[src/rtl/core/prq_pkg.sv]
// package for the priority ready queue scheduler
// types, sizes and opcodes for prq_lists and the top level; no dependencies
package prq_pkg;
  localparam int Levels  = 32;
  localparam int Threads = 64;
  localparam int LvlW    = $clog2(Levels);
  localparam int TidW    = $clog2(Threads);
  localparam logic [14:0] LockMax = 15'h7fff;

  typedef enum logic [2:0] {
    FN_INSERT = 3'd0,
    FN_REMOVE = 3'd1,
    FN_SCHED  = 3'd2,
    FN_ENTER  = 3'd3,
    FN_EXIT   = 3'd4,
    FN_START  = 3'd5
  } func_t;

  // last member sits in the lowest bits
  typedef struct packed {
    logic [14:0]      lock_level;
    logic [31:0]      ready_bitmap;
    logic             ready_empty;
    logic             clear_yield;
    logic             switch_in_interrupt;
    logic [LvlW-1:0]  run_priority;
    logic [TidW-1:0]  new_thread;
    logic [TidW-1:0]  old_thread;
    logic             switched;
  } result_t;

  // request to the list engine
  typedef struct packed {
    logic            ins;
    logic            rem;
    logic            at_tail;
    logic [TidW-1:0] tid;
    logic [LvlW-1:0] lvl;
  } list_req_t;
endpackage

[src/rtl/core/prq_ram.sv]
// generic single-write, registered-read ram
// no dependencies
module prq_ram #(
  parameter int Width = 8,
  parameter int Depth = 32
) (
  input  logic                     clk,
  input  logic                     we,
  input  logic [$clog2(Depth)-1:0] waddr,
  input  logic [Width-1:0]         wdata,
  input  logic [$clog2(Depth)-1:0] raddr,
  output logic [Width-1:0]         rdata
);
  logic [Width-1:0] mem [Depth];
  always_ff @(posedge clk) begin
    if (we) mem[waddr] <= wdata;
    rdata <= mem[raddr];
  end
endmodule

[src/rtl/core/prq_lists.sv]
// per-level doubly linked thread lists and ready bitmap
// uses prq_pkg and prq_ram; each link table has one write port and one registered read port
module prq_lists (
  input  logic                     clk,
  input  logic                     rst,
  input  logic                     start,
  input  prq_pkg::list_req_t       req,
  output logic                     done,
  output logic [31:0]              ready_bits,
  output logic [prq_pkg::TidW-1:0] best_head,
  output logic [prq_pkg::LvlW-1:0] best_lvl
);
  import prq_pkg::*;

  typedef enum logic [4:0] {
    L_IDLE = 5'b00001,
    L_RD   = 5'b00010,
    L_RD2  = 5'b00100,
    L_WR   = 5'b01000,
    L_DONE = 5'b10000
  } lst_t;
  lst_t st;

  logic [Threads-1:0] queued;
  logic [TidW-1:0] head [Levels];
  logic [TidW-1:0] tail [Levels];
  list_req_t r;
  logic [LvlW-1:0] lvl;
  logic [TidW-1:0] nx, pv;

  logic            n_we, p_we, q_we;
  logic [TidW-1:0] n_wa, n_wd, p_wa, p_wd, n_q, p_q;
  logic [LvlW-1:0] q_q;

  prq_ram #(.Width(TidW), .Depth(Threads)) u_next (
    .clk, .we(n_we), .waddr(n_wa), .wdata(n_wd), .raddr(r.tid), .rdata(n_q));
  prq_ram #(.Width(TidW), .Depth(Threads)) u_prev (
    .clk, .we(p_we), .waddr(p_wa), .wdata(p_wd), .raddr(r.tid), .rdata(p_q));
  // level each queued thread was linked at
  prq_ram #(.Width(LvlW), .Depth(Threads)) u_qlvl (
    .clk, .we(q_we), .waddr(r.tid), .wdata(lvl), .raddr(r.tid), .rdata(q_q));

  assign q_we = (st == L_WR) && r.ins;

  // priority encode of the bitmap
  always_comb begin
    best_lvl = LvlW'(Levels - 1);
    for (int i = Levels - 1; i >= 0; i--)
      if (ready_bits[i]) best_lvl = LvlW'(i);
    best_head = head[best_lvl];
  end

  logic hd, tl, bit_set;
  always_comb begin
    hd = head[lvl] == r.tid;
    tl = tail[lvl] == r.tid;
    bit_set = ready_bits[lvl];
    n_we = 1'b0; p_we = 1'b0;
    n_wa = '0; n_wd = '0; p_wa = '0; p_wd = '0;
    if (st == L_WR && r.ins && bit_set) begin
      if (r.at_tail) begin
        n_we = 1'b1; n_wa = tail[lvl]; n_wd = r.tid;
        p_we = 1'b1; p_wa = r.tid;     p_wd = tail[lvl];
      end else begin
        p_we = 1'b1; p_wa = head[lvl]; p_wd = r.tid;
        n_we = 1'b1; n_wa = r.tid;     n_wd = head[lvl];
      end
    end else if (st == L_WR && r.rem && !hd && !tl) begin
      n_we = 1'b1; n_wa = pv; n_wd = nx;
      p_we = 1'b1; p_wa = nx; p_wd = pv;
    end
  end

  assign done = st == L_DONE;

  always_ff @(posedge clk) begin
    if (rst) begin
      st <= L_IDLE; queued <= '0; ready_bits <= '0;
    end else begin
      case (st)
        L_IDLE: if (start) begin
          r <= req; st <= L_RD;
        end
        L_RD: st <= L_RD2;
        L_RD2: begin
          lvl <= r.ins ? r.lvl : q_q;
          nx <= n_q; pv <= p_q;
          if ((r.ins && queued[r.tid]) || (r.rem && !queued[r.tid])
              || (!r.ins && !r.rem)) st <= L_DONE;
          else st <= L_WR;
        end
        L_WR: begin
          if (r.ins) begin
            if (!bit_set) begin
              head[lvl] <= r.tid; tail[lvl] <= r.tid;
              ready_bits[lvl] <= 1'b1;
            end else if (r.at_tail) tail[lvl] <= r.tid;
            else head[lvl] <= r.tid;
            queued[r.tid] <= 1'b1;
          end else begin
            if (hd && tl) ready_bits[lvl] <= 1'b0;
            else if (hd) head[lvl] <= nx;
            else if (tl) tail[lvl] <= pv;
            queued[r.tid] <= 1'b0;
          end
          st <= L_DONE;
        end
        L_DONE: st <= L_IDLE;
        default: st <= L_IDLE;
      endcase
    end
  end
endmodule

[src/rtl/core/priority_ready_queue_scheduler.sv]
// top level of the priority ready queue scheduler
// uses prq_pkg and prq_lists
//
// usage:
//  - s_axis carries one request per transfer: func, thread_id,
//    priority_req, yield_flag, current_running, in_interrupt
//  - m_axis carries one result per request
//  - a request runs through a sequencer that calls the shared list engine
//    once for a remove, at most once for an insert, and up to twice for a
//    schedule (requeue of the current thread, then unlink of the new head)
//  - each list call steps through address, read, latch, write and done;
//    the result is registered in S_OUT and offered in S_WAIT; the next
//    request can be taken in the cycle after the result transfer
//  - one request at a time: s_axis_tready is low from acceptance until
//    the result register is free again
//  - reset clears the bitmap, queued flags, running thread and lock depth;
//    link tables keep stale data, which is never read for empty levels
//  - when the receiver stalls, the result holds in m_axis_tdata and no new
//    request is taken
module priority_ready_queue_scheduler (
  input  logic        clk,
  input  logic        rst,
  input  logic        s_axis_tvalid,
  output logic        s_axis_tready,
  // func[2:0], thread_id[8:3], priority_req[13:9], yield_flag[14],
  // current_running[15], in_interrupt[16], zero fill [23:17]
  input  logic [23:0] s_axis_tdata,
  output logic        m_axis_tvalid,
  input  logic        m_axis_tready,
  // switched[0], old_thread[6:1], new_thread[12:7], run_priority[17:13],
  // switch_in_interrupt[18], clear_yield[19], ready_empty[20],
  // ready_bitmap[52:21], lock_level[67:53], zero fill [71:68]
  output logic [71:0] m_axis_tdata
);
  import prq_pkg::*;

  typedef enum logic [5:0] {
    S_IDLE  = 6'b000001,
    S_DEC   = 6'b000010,
    S_LIST1 = 6'b000100,
    S_LIST2 = 6'b001000,
    S_OUT   = 6'b010000,
    S_WAIT  = 6'b100000
  } state_t;
  state_t st;

  logic [2:0]      func;
  logic [TidW-1:0] tid;
  logic [LvlW-1:0] prio;
  logic            yld, cur_run, intr;
  logic [TidW-1:0] run_tid;
  logic [LvlW-1:0] run_lvl;
  logic            run_valid;
  logic [14:0]     lock;
  result_t         res;
  logic            need_req;  // requeue pending before unlink
  logic [TidW-1:0] pick;

  logic            l_start, l_done;
  list_req_t       l_req;
  logic [31:0]     rbits;
  logic [TidW-1:0] best_head;
  logic [LvlW-1:0] best_lvl;

  prq_lists u_lists (
    .clk, .rst, .start(l_start), .req(l_req), .done(l_done),
    .ready_bits(rbits), .best_head, .best_lvl);

  assign s_axis_tready = st == S_IDLE;
  assign m_axis_tvalid = st == S_WAIT;
  assign m_axis_tdata  = {4'b0, res};

  always_ff @(posedge clk) begin
    if (rst) begin
      st <= S_IDLE; run_tid <= '0; run_lvl <= '0; run_valid <= 1'b0;
      lock <= '0; l_start <= 1'b0;
    end else begin
      case (st)
        S_IDLE: begin
          l_start <= 1'b0;
          if (s_axis_tvalid) begin
            func <= s_axis_tdata[2:0];
            tid  <= s_axis_tdata[8:3];
            prio <= s_axis_tdata[13:9];
            yld  <= s_axis_tdata[14];
            cur_run <= s_axis_tdata[15];
            intr <= s_axis_tdata[16];
            st <= S_DEC;
          end
        end
        S_DEC: begin
          result_t     rn;
          logic [14:0] nl;
          state_t      sn;
          logic        go, rq;
          list_req_t   lr;
          rn = '0; nl = lock; sn = S_OUT; go = 1'b0; rq = 1'b0; lr = l_req;
          case (func)
            FN_INSERT: if (!(run_valid && tid == run_tid)) begin
              lr = '{ins: 1'b1, rem: 1'b0, at_tail: yld, tid: tid, lvl: prio};
              go = 1'b1; sn = S_LIST2;
            end
            FN_REMOVE: begin
              lr = '{ins: 1'b0, rem: 1'b1, at_tail: 1'b0, tid: tid, lvl: '0};
              go = 1'b1; sn = S_LIST2;
            end
            FN_ENTER: if (lock != LockMax) nl = lock + 15'd1;
            FN_SCHED, FN_EXIT, FN_START: begin
              if (func == FN_EXIT && lock != '0) nl = lock - 15'd1;
              if (func == FN_START || (run_valid && nl == '0)) begin
                if (rbits == '0) rn.ready_empty = 1'b1;
                else begin
                  rn.clear_yield = cur_run && func != FN_START;
                  if (func == FN_START || !cur_run || prio > best_lvl
                      || (prio == best_lvl && yld)) begin
                    rn.switched = 1'b1;
                    rn.old_thread = run_tid;
                    rn.new_thread = best_head;
                    rn.run_priority = best_lvl;
                    rn.switch_in_interrupt = intr && func != FN_START;
                    if (func != FN_START && cur_run) begin
                      lr = '{ins: 1'b1, rem: 1'b0, at_tail: yld,
                             tid: run_tid, lvl: prio};
                      rq = 1'b1;
                    end else
                      lr = '{ins: 1'b0, rem: 1'b1, at_tail: 1'b0,
                             tid: best_head, lvl: '0};
                    go = 1'b1;
                    sn = S_LIST1;
                  end
                end
              end
            end
            default: ;
          endcase
          res <= rn;
          lock <= nl;
          st <= sn;
          l_start <= go;
          need_req <= rq;
          l_req <= lr;
          if (rn.switched) begin
            pick <= best_head;
            run_tid <= best_head; run_lvl <= best_lvl;
            run_valid <= 1'b1;
          end
        end
        S_LIST1: begin
          l_start <= l_done && need_req;
          if (l_done) begin
            if (need_req) begin
              need_req <= 1'b0;
              l_req <= '{ins: 1'b0, rem: 1'b1, at_tail: 1'b0, tid: pick, lvl: '0};
            end else st <= S_OUT;
          end
        end
        S_LIST2: begin
          l_start <= 1'b0;
          if (l_done) st <= S_OUT;
        end
        S_OUT: begin
          l_start <= 1'b0;
          if (!res.switched) begin
            res.old_thread <= run_tid; res.new_thread <= run_tid;
            res.run_priority <= run_lvl;
          end
          res.ready_bitmap <= rbits;
          res.lock_level <= lock;
          st <= S_WAIT;
        end
        S_WAIT: begin
          l_start <= 1'b0;
          if (m_axis_tready) st <= S_IDLE;
        end
        default: begin
          l_start <= 1'b0;
          st <= S_IDLE;
        end
      endcase
    end
  end
endmodule

[config.mk]
export PLATFORM = sky130hd
export DESIGN_NAME = priority_ready_queue_scheduler
export DESIGN_NICKNAME = d
export VERILOG_FILES = /design/src/rtl/core/prq_pkg.sv /design/src/rtl/core/prq_ram.sv /design/src/rtl/core/prq_lists.sv /design/src/rtl/core/priority_ready_queue_scheduler.sv
export SDC_FILE = /design/constraint.sdc
export NUM_CORES = 2
export LEC_CHECK = 0
export ABC_AREA = 1
export BUFFER_PORTS_ARGS = -buffer_cell sky130_fd_sc_hd__buf_4
export CORE_UTILIZATION = 61
export CTS_BUF_LIST = sky130_fd_sc_hd__clkbuf_2 sky130_fd_sc_hd__clkbuf_4 sky130_fd_sc_hd__clkbuf_8
export DETAILED_ROUTE_END_ITERATION = 8
export GPL_ROUTABILITY_DRIVEN = 0
export PLACE_DENSITY_LB_ADDON = 0.2
export SETUP_SLACK_MARGIN = 0.5
export SLEW_MARGIN = 20
export SYNTH_ARGS = -nofsm -noshare
export SYNTH_HDL_FRONTEND = slang
export SYNTH_SLANG_ARGS = --single-unit
[constraint.sdc]
create_clock -name clk -period 6.6 [get_ports clk]
set_input_delay 0 -clock clk [delete_from_list [all_inputs] [get_ports clk]]
set_output_delay 0 -clock clk [all_outputs]
set_load 0.01 [all_outputs]
**Word-level counts from Yosys, hierarchy flattened**

Memory sizes are Yosys's and may differ from the RTL's. A register that Yosys moved wholly into a read port is not among the register bits.
Cells that the tools add are included.

- $add $sub $neg: 2
- Magnitude comparators: 5
- Equal/unequal tests: 37
- Mux-type cells: 144
- Bitwise gates (word level): 11
- Reduce and logical (&&, ||, !) cells: 52

Operator list:

| cell | number |
|---|---|
| $mux W5 | 25 |
| $mux W14 | 7 |
| $mux W32 | 3 |
| $pmux W47 S2 | 1 |
| $mux W6 | 15 |
| $mux W21 | 4 |
| $mux W15 | 5 |
| $and A64 B64 Y64 | 1 |
| $mux W64 | 1 |
| $not A64 Y64 | 1 |
| $or A64 B64 Y64 | 1 |
| $mux W1 | 52 |
| $pmux W14 S3 | 1 |
| $pmux W6 S6 | 1 |
| $pmux W17 S2 | 1 |
| $and A32 B32 Y32 | 1 |
| $logic_not A32 Y1 | 1 |
| $mux W4 | 8 |
| $not A32 Y32 | 1 |
| $or A32 B32 Y32 | 1 |
| $pmux W15 S2 | 1 |
| $pmux W14 S2 | 1 |
| $reduce_and A3 Y1 | 7 |
| $mux W20 | 1 |
| other kinds (53) | 110 |

- Register bits after elaboration: 272
- Memory bits (writable): 1,472
- Output and inout bits: 74
- Word-level logic and storage cells: 295
- Memories kept: 5

Memory list:

| memory | words | width | rd ports | clocked after memory_dff | write ports | RTL line | text |
|---|---|---|---|---|---|---|---|
| u_lists.u_next.mem | 64 | 6 | 1 | 1 | 1 | prq_ram.sv:14 | `logic [Width-1:0] mem [Depth];` |
| u_lists.u_prev.mem | 64 | 6 | 1 | 1 | 1 | prq_ram.sv:14 |  |
| u_lists.u_qlvl.mem | 64 | 5 | 1 | 1 | 1 | prq_ram.sv:14 |  |
| u_lists.head | 32 | 6 | 2 | 1 | 1 | prq_lists.sv:25 | `logic [TidW-1:0] head [Levels];` |
| u_lists.tail | 32 | 6 | 1 | 1 | 1 | prq_lists.sv:26 | `logic [TidW-1:0] tail [Levels];` |

**Depth between registers and ports, before layout**

- Depth after elaboration: 41
- Mapped depth: 50
- Gate-level depth less buffers: 47

**Cells and area by module**

Synthesis repeated with hierarchy kept, for this count alone.

- Cells, all modules: 7,277
- Area, all modules: 77,160.3 um^2

By module, submodules not included:

| module | times used | cells each | area an instance (um^2) | seq. area each (um^2) |
|---|---|---|---|---|
| prq_ram at u_lists.u_next ... | 2 | 1,376 | 15,930.3 | 11,651.2 |
| prq_lists | 1 | 2,603 | 24,985.2 | 14,584.0 |
| prq_ram at u_lists.u_qlvl | 1 | 1,162 | 13,387.8 | 9,709.3 |
| priority_ready_queue_scheduler | 1 | 760 | 6,926.6 | 3,863.7 |

**Least setup slack after synthesis**

Ideal clock, no wire load.

- Path kind: register -> register
- Start: register with a tool-made name
- End: register l_req[0] in the netlist's numbering (enable)
- Setup time: 463 ps
- Arrival time: 5,512 ps
- Data required time: 6,137 ps
- Setup slack: 625 ps
- Cell stages (with the launch flop): 44
- Cell sequence: dfxtp_1 -> inv_2 -> nand2_1 -> nand2_1 -> nand2_1 -> nand2_1 -> nand2_1 -> nand2_1 -> nand2_1 -> nand2_1 -> nand2_1 -> nand2_1 -> nand2_1 -> nand2_1 -> nand2_1 -> nand2_1 -> nand2_1 -> nand2_1 -> (+8 left out) -> nand2_1 -> nand2_1 -> nand2_1 -> nand2_1 -> nand2_1 -> nand2_2 -> buf_4 -> buf_4 -> inv_1 -> ha_1 -> nor2_1 -> o21ai_0 -> a21o_1 -> a21oi_1 -> nor2_1 -> o21ai_0 -> nor3b_1 -> a2111oi_0

RTL lines:

| element | RTL line | text |
|---|---|---|
| end signal: assignment | priority_ready_queue_scheduler.sv:141 | `l_req <= lr;` |
| end signal: assignment | priority_ready_queue_scheduler.sv:153 | `l_req <= '{ins: 1'b0, rem: 1'b1, at_tail: 1'b0, tid: pick, lvl: '0};` |
| end: declaration | priority_ready_queue_scheduler.sv:60 | `list_req_t l_req;` |

==> results.sh <==
export IMPL_status="complete, but fails checks"
export IMPL_violations="design-rule violations"
export IMPL_dpl_hpwl_um=114000
export IMPL_first_pass_iters=9
export IMPL_synthMostInstantiatedCell="edfxtp_1"
export IMPL_synth_top_area_cell="edfxtp_1"
export IMPL_crit_path_top_delay_cell="nor2_1"
export IMPL_boundaryPins=102
export IMPL_synth_area_leaders="edfxtp_1 68%, dfxtp_1 4.4%, nand2_1 4.2%"
export IMPL_max_freq_ghz=0.178
export IMPL_cts_inserted_buffers=290
export IMPL_leakage_nw=25.1
export IMPL_post_cts_resized=0
export IMPL_whs_ps=187
export IMPL_die_y_um=344
export IMPL_postRouteAntennaNets=0
export IMPL_setup_viol=0
export IMPL_cpPeakStageDelay_ps=720
export IMPL_wl_per_cell_um=25.4
export IMPL_ys_warn_count=0
export IMPL_arrival_ps=6200
export IMPL_vias_per_cell=6.52
export IMPL_grt_max_degree=146
export IMPL_dr_wl_met2_um=88800
export IMPL_hold_path_class="in2reg"
export IMPL_rsz0062_at_grt="no"
export IMPL_routed_top_layer="met5"
export IMPL_yosys_most_used_dff="edfxtp_1"
export IMPL_ys_seq_area_share_pct=72.3
export IMPL_criticalPathCategory="reg2reg"
export IMPL_fin_nets=5886
export IMPL_crit_chain="inv_4 -> buf_12 -> o21ai_0 -> o22ai_1 -> nand2_1 -> nand3_1 -> nand3_1 -> nand3_1 -> a21oi_1 -> and3_1 -> inv_1 -> nand4_1 -> nand2_1 -> inv_2 -> nor2_4 -> inv_1 -> nor2_1 -> nand2_1 -> nor2_1"
export IMPL_grt_ovfl_total=0
export IMPL_first_global_vias=47395
export IMPL_start_util_pct=61.9
export IMPL_hold_viol_final=0
export IMPL_wl_met1_um=73900
export IMPL_drc=2
export IMPL_drt_iter0_markers=6983
export IMPL_cts_setup_buffers=0
export IMPL_synthesis_instances=5666
export IMPL_core_region_area_um2=115000
export IMPL_layout_drive_gt1_share_pct=12.5
export IMPL_synthTopCellsByCount="1609 x edfxtp_1, 800 x nand2_1, 570 x nor2_1, 366 x nand3_1, 302 x o21ai_0"
export IMPL_rows=124
export IMPL_tns_ps=0
export IMPL_synthDistinctLibCells=61
export IMPL_tightest_slew_ps=1160
export IMPL_start_kind="register"
export IMPL_async_reset_ff_share_pct=0
export IMPL_cts_path_max_buffers=4
export IMPL_area_growth_pct=11.8
export IMPL_endpoint_kind="register"
export IMPL_dieWidth_um=344
export IMPL_place_port_buffers=90
export IMPL_ys_ff_latch=1766
export IMPL_gr_usage_all_layers_pct=32.4
export IMPL_ctsHoldBuffers=42
export IMPL_crit_path_max_fanout=96
export IMPL_grt_pass1_wl_um=286000
export IMPL_cp_num_buf_inv=5
export IMPL_synth_top_area_share_pct=67.9
export IMPL_post_route_min_period_ps=5620
export IMPL_dieArea_um2=118000
export IMPL_path_clk_slew_ps=60
export IMPL_antenna_found_initial=3
export IMPL_worstPathRequired_ps=7180
export IMPL_cts_root_buffer="clkbuf_8"
export IMPL_netlist_area_um2=71200
export IMPL_drv_slew=0
export IMPL_cts_tree="done"
export IMPL_route_met3_wl_um=22000
export IMPL_power_density_nw_per_um2=273
export IMPL_synth_edff_count=1609
export IMPL_cts_num_sinks=1766
export IMPL_avgSynthCellArea_um2=12.6
export IMPL_crit_family="simple AND/OR/NAND/NOR gates"
export IMPL_htreeDepth=5
export IMPL_finalCritPeriodShare_pct=85.1
export IMPL_peakVddDrop_uv=289
export IMPL_clock_skew_ps=87.1
export IMPL_clk_latency_ps=1010
export IMPL_vias=49337
export IMPL_slew_headroom_pct=22.8
export IMPL_maxCapViolCount=0
export IMPL_wl_um=192000
==> flip-flops by register name, indices dropped and copies added, names as in the netlist, 6 cells and up, named ones only <==
signal,flops
u_lists.u_next.mem,384
u_lists.u_prev.mem,384
u_lists.u_qlvl.mem,320
u_lists.head,192
u_lists.tail,192
m_axis_tdata,68
lock,15
l_req,14
u_lists.r,14
pick,6
run_tid,6
st,6
tid,6
u_lists.nx,6
u_lists.pv,6
u_lists.u_next.rdata,6
u_lists.u_prev.rdata,6
==> worst min-delay path, cell delays in order <==
cell           delay, ps
dlygate4sd3_1        530
buf_4                130
nand2_1               50
nor2_1                40
buf_4                200
==> final timing paths <==
| path | start | end | slack, ps | depth (start not counted) |
|---|---|---|---|---|
| setup / recovery | register | u_lists.u_prev.mem[38][0]$_DFFE_PP_ | 980 | 19 |
| hold / removal | s_axis_tvalid | prio[0]$_DFFE_PP_ | 190 | 5 |
| setup reg to reg | register | u_lists.u_prev.mem[38][0]$_DFFE_PP_ | 980 | 19 |
| hold reg to reg | u_lists.u_prev.rdata[0]$_DFF_P_ | u_lists.pv[0]$_DFFE_PP_ | 400 | 0 |
==> cell type report <==
| class | count | area, um^2 |
|---|---|---|
| diodes | 1 | 2.50 |
| clock buffers | 421 | 5140 |
| clock inverters | 71 | 458 |
| fillers | 7696 | 35400 |
| inverters | 297 | 1120 |
| multi-input cells | 3253 | 17400 |
| flip-flops and latches | 1766 | 51500 |
| well taps | 1512 | 1890 |
| repair buffers | 243 | 2090 |
==> power breakdown <==
part           leakage, nW  total, mW  internal (mW)  switching, mW
registers             14.1       12.1           12.1         0.0291
logic                 7.94      0.302          0.109          0.194
clock network         2.97       9.33           5.20           4.13
==> metrics by stage <==
stage	std cells	setup slack, ps	util (%)	power (mW)	area (um^2)
floorplan	5669	625	-	12.5	71200
CTS	7562	1170	69.2	21.8	79600
finish	7564	982	69.2	21.7	79600
detailed placement	7028	1200	64.0	12.6	73500
global placement	7028	1330	64.0	12.6	73500
global route	7564	746	69.2	22.3	79600
==> routing by layer <==
layer,up-vias,track usage (%)
met5,-,0
met2,3253,49.9
met4,2,13.4
li1,21525,-
met1,24005,44.8
met3,552,7.59
==> kinds of logic after synthesis <==
logic type               synth area share (%)
adder cells (fa/ha/maj)                 0.123
AND/OR/NAND/NOR                          12.2
other                                 0.00527
flip-flops                               72.3
XOR/XNOR                                0.295
AO/OA/AOI/OAI                            11.5
buffers and inverters                    3.62
==> cells in the final DEF, fill, tap and decap left out, drive strengths merged, types with 8 or more instances in the layout <==
cell type	synthesis	routed
a221oi	161	161
inv	285	284
xor2	23	23
nand4	131	131
a21oi	126	126
a22oi	172	172
or2	9	9
nor4	14	14
a22o	123	123
edfxtp	1609	1609
o21a	58	58
o22ai	86	86
a31oi	58	58
buf	110	202
nand2	806	806
nor3	103	103
dlygate4sd3	0	41
o21ai	319	319
nand3	366	366
o221ai	38	38
nor2	587	587
a32o	8	8
clkbuf	243	421
dfxtp	157	157
clkinv	12	74
o211ai	14	14
(Power assumes the default switching activity.)
